==> config.mk <==
export PLATFORM = sky130hd
export DESIGN_NAME = run_slice_line_rasterizer
export DESIGN_NICKNAME = d
export VERILOG_FILES = /design/src/rtl/core/rslr_pkg.sv /design/src/rtl/core/rslr_div.sv /design/src/rtl/core/run_slice_line_rasterizer.sv
export SDC_FILE = /design/constraint.sdc
export NUM_CORES = 1
export LEC_CHECK = 0
export ABC_CLOCK_PERIOD_IN_PS = 10700
export BUFFER_PORTS_ARGS = -buffer_cell sky130_fd_sc_hd__buf_4
export CAP_MARGIN = 20
export CORE_ASPECT_RATIO = 1.5
export CORE_MARGIN = 1.5
export CORE_UTILIZATION = 55
export DETAILED_ROUTE_END_ITERATION = 16
export GPL_ROUTABILITY_DRIVEN = 0
export PLACE_DENSITY_LB_ADDON = 0.12
export SLEW_MARGIN = 20
export SYNTH_ARGS = -nofsm -noshare
export SYNTH_HDL_FRONTEND = slang
export SYNTH_SLANG_ARGS = --single-unit
==> constraint.sdc <==
create_clock -name clk_i -period 10.7 [get_ports clk_i]
set_input_delay 0.535 -clock clk_i [delete_from_list [all_inputs] [get_ports clk_i]]
set_output_delay 0.535 -clock clk_i [all_outputs]
set_load 0.01 [all_outputs]
==> src/rtl/core/rslr_pkg.sv <==
package rslr_pkg;

  // Command codes carried in the request tuser bit
  localparam logic CMD_START = 1'b0;
  localparam logic CMD_NEXT  = 1'b1;

  // Sequencer states of the line setup and pixel stepping
  typedef enum logic [2:0] {
    ST_IDLE,
    ST_DIFF,
    ST_ORDER,
    ST_DIVIDE,
    ST_FIRST
  } rslr_state_e;

  // Status of the divider toward the sequencer
  typedef struct packed {
    logic busy;
    logic done;
  } rslr_div_status_t;

endpackage

==> src/rtl/core/rslr_div.sv <==
module rslr_div
  import rslr_pkg::*;
#(
  parameter int W = 17
) (
  input  logic             clk_i,
  input  logic             rst_ni,
  input  logic             start_i,
  input  logic [W-1:0]     dividend_i,
  input  logic [W-1:0]     divisor_i,
  output rslr_div_status_t status_o,
  output logic [W-1:0]     quotient_o,
  output logic [W-1:0]     remainder_o
);

  localparam int CW = $clog2(W + 1);
  localparam logic [CW-1:0] ITER = CW'(W);

  logic [W-1:0]  rem_q, rem_d;
  logic [W-1:0]  quo_q, quo_d;
  logic [W-1:0]  dvs_q, dvs_d;
  logic [CW-1:0] cnt_q, cnt_d;
  logic          busy_q, busy_d;
  logic          done_q, done_d;

  logic [W:0]    shifted;
  logic [W:0]    diff;
  logic          fits;

  // One restoring step: shift in the next dividend bit, subtract if it fits
  assign shifted = {rem_q, quo_q[W-1]};
  assign diff    = shifted - {1'b0, dvs_q};
  assign fits    = !diff[W];

  always_comb begin
    rem_d  = rem_q;
    quo_d  = quo_q;
    dvs_d  = dvs_q;
    cnt_d  = cnt_q;
    busy_d = busy_q;
    done_d = 1'b0;
    if (start_i) begin
      rem_d  = '0;
      quo_d  = dividend_i;
      dvs_d  = divisor_i;
      cnt_d  = ITER;
      busy_d = 1'b1;
    end else if (busy_q) begin
      rem_d = fits ? diff[W-1:0] : shifted[W-1:0];
      quo_d = {quo_q[W-2:0], fits};
      cnt_d = cnt_q - 1'b1;
      if (cnt_q == CW'(1)) begin
        busy_d = 1'b0;
        done_d = 1'b1;
      end
    end
  end

  always_ff @(posedge clk_i or negedge rst_ni) begin
    if (!rst_ni) begin
      rem_q  <= '0;
      quo_q  <= '0;
      dvs_q  <= '0;
      cnt_q  <= '0;
      busy_q <= 1'b0;
      done_q <= 1'b0;
    end else begin
      rem_q  <= rem_d;
      quo_q  <= quo_d;
      dvs_q  <= dvs_d;
      cnt_q  <= cnt_d;
      busy_q <= busy_d;
      done_q <= done_d;
    end
  end

  assign status_o.busy = busy_q;
  assign status_o.done = done_q;
  assign quotient_o    = quo_q;
  assign remainder_o   = rem_q;

endmodule

==> src/rtl/core/run_slice_line_rasterizer.sv <==
// Run-slice line rasterizer.
// Requests enter on the s_axis group: tuser selects start (0) or next (1),
// tdata carries both endpoints, used by start only. Pixels leave on the
// m_axis group with tlast set on the final pixel of the line.
// A start request passes the setup states ST_DIFF and ST_ORDER, forming
// the deltas, then the restoring divider splits the pixel count into
// runs, one quotient bit per cycle, and the first pixel is loaded into
// the output register. The request side is not ready during that setup.
// Each next request is taken and its pixel is in the output register on
// the following edge, so a stream of next requests gives one pixel per
// cycle while the receiver keeps up. A next request while no line is
// active is taken and gives no pixel; a start while a line runs drops
// that line. While a pixel waits in the output register and the receiver
// stalls, the block stops taking requests; it resumes in the cycle the
// pixel is taken. Reset clears the sequencer, the output valid flag and
// the line state, not the payload; the block comes up idle, no line active.
module run_slice_line_rasterizer
  import rslr_pkg::*;
#(
  parameter int COORD_BITS = 16
) (
  input  logic                                    clk_i,
  input  logic                                    rst_ni,
  input  logic                                    s_axis_tvalid_i,
  output logic                                    s_axis_tready_o,
  // tdata: x_a, y_a, x_b, y_b (low to high), zero padded to bytes
  input  logic [((4*COORD_BITS+7)/8)*8-1:0]       s_axis_tdata_i,
  // tuser: command
  input  logic                                    s_axis_tuser_i,
  output logic                                    m_axis_tvalid_o,
  input  logic                                    m_axis_tready_i,
  // tdata: pixel_x, pixel_y (low to high), zero padded to bytes
  output logic [((2*COORD_BITS+7)/8)*8-1:0]       m_axis_tdata_o,
  output logic                                    m_axis_tlast_o
);

  localparam int C     = COORD_BITS;
  localparam int N     = COORD_BITS + 1;
  localparam int OUT_W = ((2*COORD_BITS+7)/8)*8;

  rslr_state_e state_q, state_d;

  logic [C-1:0] xa_q, xa_d, ya_q, ya_d, xb_q, xb_d, yb_q, yb_d;
  logic [N-1:0] ddx_q, ddx_d, ddy_q, ddy_d;
  logic         swap_q, swap_d;
  logic [C-1:0] base_x_q, base_x_d, base_y_q, base_y_d;
  logic         down_q, down_d, horiz_q, horiz_d;
  logic [N-1:0] total_q, total_d, run_count_q, run_count_d;
  logic [N-1:0] base_len_q, base_len_d, leftover_q, leftover_d;
  logic [N-1:0] acc_q, acc_d, run_idx_q, run_idx_d;
  logic [N-1:0] cur_len_q, cur_len_d, pos_q, pos_d, major_q, major_d;
  logic         busy_q, busy_d;
  logic         out_valid_q, out_valid_d;
  logic [C-1:0] px_q, px_d, py_q, py_d;
  logic         last_q, last_d;

  logic         in_acc;
  logic         out_free;
  logic         step_en;
  logic         div_start;
  logic [N-1:0] div_dividend, div_divisor, div_quo, div_rem;
  rslr_div_status_t div_status;

  // Setup arithmetic
  logic [N-1:0] dx_abs, dy_abs, dmin, dmax;

  // Stepper arithmetic
  logic [N-1:0] offx, offy;
  logic [C-1:0] step_px, step_py;
  logic [N:0]   major_inc, pos_inc, acc_sum, acc_new_w, extra_sum;
  logic [N-1:0] acc_new, cur_len_new;
  logic         step_last, run_end, next_extra;

  assign out_free        = !out_valid_q || m_axis_tready_i;
  assign s_axis_tready_o = (state_q == ST_IDLE) && out_free;
  assign in_acc          = s_axis_tvalid_i && s_axis_tready_o;

  // Absolute deltas and major/minor split
  assign dx_abs = ddx_q[N-1] ? (N'(0) - ddx_q) : ddx_q;
  assign dy_abs = ddy_q[N-1] ? (N'(0) - ddy_q) : ddy_q;
  assign dmin   = (dx_abs < dy_abs) ? dx_abs : dy_abs;
  assign dmax   = (dx_abs < dy_abs) ? dy_abs : dx_abs;

  // Pixel position from the base point and the two offsets
  assign offx    = horiz_q ? major_q : run_idx_q;
  assign offy    = horiz_q ? run_idx_q : major_q;
  assign step_px = base_x_q + offx[C-1:0];
  assign step_py = down_q ? (base_y_q - offy[C-1:0]) : (base_y_q + offy[C-1:0]);

  // Advance counters; wrap the accumulator at the end of a run
  assign major_inc   = {1'b0, major_q} + 1'b1;
  assign step_last   = major_inc >= {1'b0, total_q};
  assign pos_inc     = {1'b0, pos_q} + 1'b1;
  assign run_end     = pos_inc >= {1'b0, cur_len_q};
  assign acc_sum     = {1'b0, acc_q} + {1'b0, leftover_q};
  assign acc_new_w   = (acc_sum >= {1'b0, run_count_q}) ?
                       (acc_sum - {1'b0, run_count_q}) : acc_sum;
  assign acc_new     = acc_new_w[N-1:0];
  assign extra_sum   = {1'b0, acc_new} + {1'b0, leftover_q};
  assign next_extra  = extra_sum >= {1'b0, run_count_q};
  assign cur_len_new = base_len_q + N'(next_extra);

  // Divider: pixel count over run count, taken as they are formed
  assign div_dividend = total_d;
  assign div_divisor  = run_count_d;

  rslr_div #(
    .W (N)
  ) u_div (
    .clk_i       (clk_i),
    .rst_ni      (rst_ni),
    .start_i     (div_start),
    .dividend_i  (div_dividend),
    .divisor_i   (div_divisor),
    .status_o    (div_status),
    .quotient_o  (div_quo),
    .remainder_o (div_rem)
  );

  // Sequencer: next state and register updates
  always_comb begin
    state_d     = state_q;
    xa_d        = xa_q;
    ya_d        = ya_q;
    xb_d        = xb_q;
    yb_d        = yb_q;
    ddx_d       = ddx_q;
    ddy_d       = ddy_q;
    swap_d      = swap_q;
    base_x_d    = base_x_q;
    base_y_d    = base_y_q;
    down_d      = down_q;
    horiz_d     = horiz_q;
    total_d     = total_q;
    run_count_d = run_count_q;
    base_len_d  = base_len_q;
    leftover_d  = leftover_q;
    acc_d       = acc_q;
    run_idx_d   = run_idx_q;
    cur_len_d   = cur_len_q;
    pos_d       = pos_q;
    major_d     = major_q;
    busy_d      = busy_q;
    step_en     = 1'b0;
    div_start   = 1'b0;

    case (state_q)
      ST_IDLE: begin
        if (in_acc) begin
          if (s_axis_tuser_i == CMD_START) begin
            xa_d    = s_axis_tdata_i[C-1:0];
            ya_d    = s_axis_tdata_i[2*C-1:C];
            xb_d    = s_axis_tdata_i[3*C-1:2*C];
            yb_d    = s_axis_tdata_i[4*C-1:3*C];
            busy_d  = 1'b0;
            state_d = ST_DIFF;
          end else if (busy_q) begin
            step_en = 1'b1;
          end
        end
      end
      ST_DIFF: begin
        // Raw deltas and the base endpoint; x order decided by the x delta sign
        ddx_d    = {xb_q[C-1], xb_q} - {xa_q[C-1], xa_q};
        ddy_d    = {yb_q[C-1], yb_q} - {ya_q[C-1], ya_q};
        swap_d   = ddx_d[N-1];
        base_x_d = swap_d ? xb_q : xa_q;
        base_y_d = swap_d ? yb_q : ya_q;
        state_d  = ST_ORDER;
      end
      ST_ORDER: begin
        down_d      = (ddy_q != '0) && (ddy_q[N-1] ^ swap_q);
        horiz_d     = dx_abs > dy_abs;
        total_d     = dmax + 1'b1;
        run_count_d = dmin + 1'b1;
        acc_d       = '0;
        run_idx_d   = '0;
        pos_d       = '0;
        major_d     = '0;
        div_start   = 1'b1;
        state_d     = ST_DIVIDE;
      end
      ST_DIVIDE: begin
        // Run zero never takes the extra pixel
        if (div_status.done) begin
          base_len_d = div_quo;
          leftover_d = div_rem;
          cur_len_d  = div_quo;
          state_d    = ST_FIRST;
        end
      end
      ST_FIRST: begin
        if (out_free) begin
          step_en = 1'b1;
          state_d = ST_IDLE;
        end
      end
      default: begin
        state_d = ST_IDLE;
      end
    endcase

    if (step_en) begin
      busy_d = !step_last;
      if (!step_last) begin
        major_d = major_inc[N-1:0];
        pos_d   = pos_inc[N-1:0];
        if (run_end) begin
          pos_d     = '0;
          run_idx_d = run_idx_q + 1'b1;
          acc_d     = acc_new;
          cur_len_d = cur_len_new;
        end
      end
    end
  end

  // Output register: load on a step, drop when taken
  always_comb begin
    out_valid_d = out_valid_q;
    px_d        = px_q;
    py_d        = py_q;
    last_d      = last_q;
    if (step_en) begin
      out_valid_d = 1'b1;
      px_d        = step_px;
      py_d        = step_py;
      last_d      = step_last;
    end else if (m_axis_tready_i) begin
      out_valid_d = 1'b0;
    end
  end

  always_ff @(posedge clk_i or negedge rst_ni) begin
    if (!rst_ni) begin
      state_q     <= ST_IDLE;
      busy_q      <= 1'b0;
      out_valid_q <= 1'b0;
      base_x_q    <= '0;
      base_y_q    <= '0;
      down_q      <= 1'b0;
      horiz_q     <= 1'b0;
      total_q     <= '0;
      run_count_q <= '0;
      base_len_q  <= '0;
      leftover_q  <= '0;
      acc_q       <= '0;
      run_idx_q   <= '0;
      cur_len_q   <= '0;
      pos_q       <= '0;
      major_q     <= '0;
    end else begin
      state_q     <= state_d;
      busy_q      <= busy_d;
      out_valid_q <= out_valid_d;
      base_x_q    <= base_x_d;
      base_y_q    <= base_y_d;
      down_q      <= down_d;
      horiz_q     <= horiz_d;
      total_q     <= total_d;
      run_count_q <= run_count_d;
      base_len_q  <= base_len_d;
      leftover_q  <= leftover_d;
      acc_q       <= acc_d;
      run_idx_q   <= run_idx_d;
      cur_len_q   <= cur_len_d;
      pos_q       <= pos_d;
      major_q     <= major_d;
    end
  end

  // Endpoint, delta and pixel payload registers
  always_ff @(posedge clk_i) begin
    xa_q   <= xa_d;
    ya_q   <= ya_d;
    xb_q   <= xb_d;
    yb_q   <= yb_d;
    ddx_q  <= ddx_d;
    ddy_q  <= ddy_d;
    swap_q <= swap_d;
    px_q   <= px_d;
    py_q   <= py_d;
    last_q <= last_d;
  end

  assign m_axis_tvalid_o = out_valid_q;
  assign m_axis_tdata_o  = OUT_W'({py_q, px_q});
  assign m_axis_tlast_o  = last_q;

  // Divider finishes only while the sequencer waits for it
  assert property (@(posedge clk_i) disable iff (!rst_ni)
    div_status.done |-> (state_q == ST_DIVIDE))
    else $error("divider done outside divide state");

  // The final pixel ends the line
  assert property (@(posedge clk_i) disable iff (!rst_ni)
    (step_en && step_last) |=> (!busy_q && m_axis_tlast_o && m_axis_tvalid_o))
    else $error("line still active after last pixel");

  // Position inside the run stays below the run length
  assert property (@(posedge clk_i) disable iff (!rst_ni)
    (busy_q && state_q == ST_IDLE) |-> (pos_q < cur_len_q))
    else $error("run position beyond run length");

  // Wrap accumulator stays reduced modulo the run count
  assert property (@(posedge clk_i) disable iff (!rst_ni)
    (busy_q && state_q == ST_IDLE) |-> (acc_q < run_count_q))
    else $error("wrap accumulator out of range");

endmodule
==> results.md <==
* Post-synth EDFFs at between 100 and 150
* Vias in the first global route at slightly above 20000
* Final Hold Violating Endpoints at 0
* Warnings from Yosys at 0
* Die X at 178.9 um
* Core area at 45760 um2
* Setup_tns at 0 ns
* Post-cts gate resize count at 0
* Clock buffer count from CTS at 42
* CP Data Required Time at 11.12 ns
* Tmin final at 9.200 ns
* Crit path top cell by count: ha_1
* GR Util met3 at 0.02635
* Yosys top cell area share at 0.2442
* Reg2Reg Depth at 42
* DRC at 0
* Die area at 47730 um2
* Critical path's largest stage delay at 0.61 ns
* Final WL at 64250 um
* Placed cell areas at 26730 um2
* Routed vias/inst at 5.934
* Dpl hpwl at 48330 um
* Setup ws final at 1.500 ns
* Met1 Use GR at 0.3145
* Post-Place Setup Slack at 1.600 ns
* Post-layout util at 0.6150
* Ys flop type: dfrtp_1
* WP buf/inv at 2
* Row count at 96
* Arrival time worst endpoint at 9.62 ns
* Leakage power at between 10 and 15 nW
* GRT busiest layer: met2
* Share of post-route cells with drive strength above 1 at 0.09607
* Synth Instances at about 2700
* Max-slew violations at 0
* Placed Cells at 3312
* Final setup violation count at 0
* Total grt overflow at 0
* Initial Util at 0.5576
* Non-Filler Instances at 3388
* Post-synthesis cell area at 25520 um2
* CTS Root Cell: clkbuf_16
* Final worst path period share at 0.8598
* Seq cells post-synth at 380
* Initial antenna violation count at 0
* Synthesized area per cell at 9.379 um2
* Worst-Margin Slew at around 1.1 ns
* Layout overhead on the synthesized area at 10.29%
* Netlist cell types at 83
* Fin area at 28150 um2
* Status: finished, final reports clean
* Synth area leaders: dfrtp_1 24%, edfxtp_1 15%, ha_1 10%
* Power density over the cells at 308.1 nW/um2
* Pre-antenna DRT Iters at 7
* Top delay family on crit path: compound AO/OA/AOI/OAI gates
* Die H at between 200 and 300 um
* Crit path depth at 42
* Register area share after synthesis at 0.3983
* Dominant cell type by area after synthesis: dfrtp_1
* Worst setup path category: flop to flop
* Worst hold path type: input pin to asynchronous set/reset pin
* Max H-tree Level at 2
* Clock Sink Count at 380
* RSZ-0062 raised after global routing: no
* CTS Hold Bufs at 0
* All-Layer GR Usage at 0.2753
* Post CTS Setup Buffer Count at 0
* CTS clk-pin slew, worst paths at 0.06 ns
* Largest net degree at the start of global routing at ~100
* Antenna viol nets, final at 0
* Clk Latency, worst-skew pair at between 0.5 and 0.6 ns
* Vias at 20106
* Rel. slew slack at 0.2523
* Async set or reset register ratio after synthesis at 0.6553
* Peak supply drop at 0.0002941 V
* Ports at 104
* Critical-path top delay cell: or4b_1
* First-pass GRT wire length at 103800 um
* Grt met2 use at 0.4846
* Critical path peak fanout at 17
* Number of I/O port buffers at around 100
* Top post-synthesis cells by count: 249 x dfrtp_1, 249 x nand2_1, 211 x ha_1, 208 x nor2_1, 179 x inv_1
* Routed len/inst at 18.96 um
* Skew final at 0.02464 ns
* Fillers at roughly 3900
* Syn Nets at 3009
* CP Launch Type: flop
* TritonCTS clock tree: yes
* CP endpoint kind: flop
* Clk buf depth at 3
* Nets@finish at 3056
* Iter 0 DRT Violations at 1128
* Total of max-cap violations at 0
* Diode count at 0
* Max Clock Freq at roughly 0.11 GHz
cells by family (layout without fill, tap and decap cells):
group / after synthesis / count (layout) / share of synthesized area
XOR/XNOR: 211 / 211 / 0.07271
adder cells (fa/ha/maj): 219 / 219 / 0.1097
AO/OA/AOI/OAI: 634 / 634 / 0.1580
multiplexers: 134 / 134 / 0.05594
flip-flops: 380 / 380 / 0.3983
buffers and inverters: 296 / 375 / 0.04506
AND/OR/NAND/NOR: 847 / 847 / 0.1602
report_power, final:
| part | internal, mW | leakage [nW] | switching, mW |
|---|---|---|---|
| sequential | 1.98 | 4.28 | 0.400 |
| combinational | 2.04 | 8.00 | 2.74 |
| clock | 0.884 | 0.687 | 0.616 |
path summary, 6_finish.rpt:
check / slack (ns) / start / to
worst max-delay path: 1.50 / leftover_q[0] / cur_len_q[16]
worst min-delay path: 0.04 / rst_ni / run_count_q[1]
worst max register to register: 1.50 / leftover_q[0] / cur_len_q[16]
worst min register to register: 0.49 / u_div.dvs_q[0] / u_div.dvs_q[0]
max in group asynchronous: 9.15 / rst_ni / horiz_q
min in group clk_i: 0.15 / s_axis_tdata_i[17] / ya_q[1]
final cells by class:
class	instances	area (um2)	area share
well taps	588	735.7	0.02614
multi-input cells	2045	14250	0.5063
flip-flops and latches	380	10170	0.3612
repair buffers	119	904.6	0.03214
clock buffers	54	1147	0.04076
clock inverters	22	264.0	0.009380
inverters	180	675.6	0.02401
placed cells by master, fill, tap and decap left out, drive strengths merged, types with 17 or more instances in the layout:
cell type	synthesis	final
a211oi	25	25
a21boi	21	21
a21o	57	57
a21oi	178	178
a31oi	39	39
and2	20	20
and3	49	49
buf	34	119
clkbuf	82	54
dfrtp	249	249
edfxtp	131	131
ha	211	211
inv	179	182
mux2	39	39
mux2i	93	93
nand2	249	249
nand2b	34	34
nand3	80	80
nand4	28	28
nor2	208	208
nor2b	39	39
nor3	55	55
o211ai	17	17
o21a	22	22
o21ai	152	152
o31ai	22	22
or2	17	17
or3	19	19
xnor2	142	142
xor2	69	69
through the flow:
step / hold WS, ns / total power [mW]
after global routing: 0.1065 / 9.362
after floorplan: 0.2394 / 5.947
final: 0.03690 / 8.673
after detailed placement: 0.4715 / 7.141
after CTS: 0.08054 / 8.686
after global placement: 0.4627 / 6.992
metal layers:
metal  up-vias  wire (um)
met1      9658      25000
met5         -          0
met4         0       4613
met2       486      32450
met3       186       2183
li1       9776          -
worst register-to-register path, delay by kind of cell, from the launching register on:
family	cells	cell delay, ns
AO/OA/AOI/OAI	16	3.25
XOR/XNOR	2	0.28
adder cells (fa/ha/maj)	7	1.99
buffers and inverters	2	0.17
flip-flops	1	0.38
AND/OR/NAND/NOR	15	3.01
(Power assumes the default switching activity.)
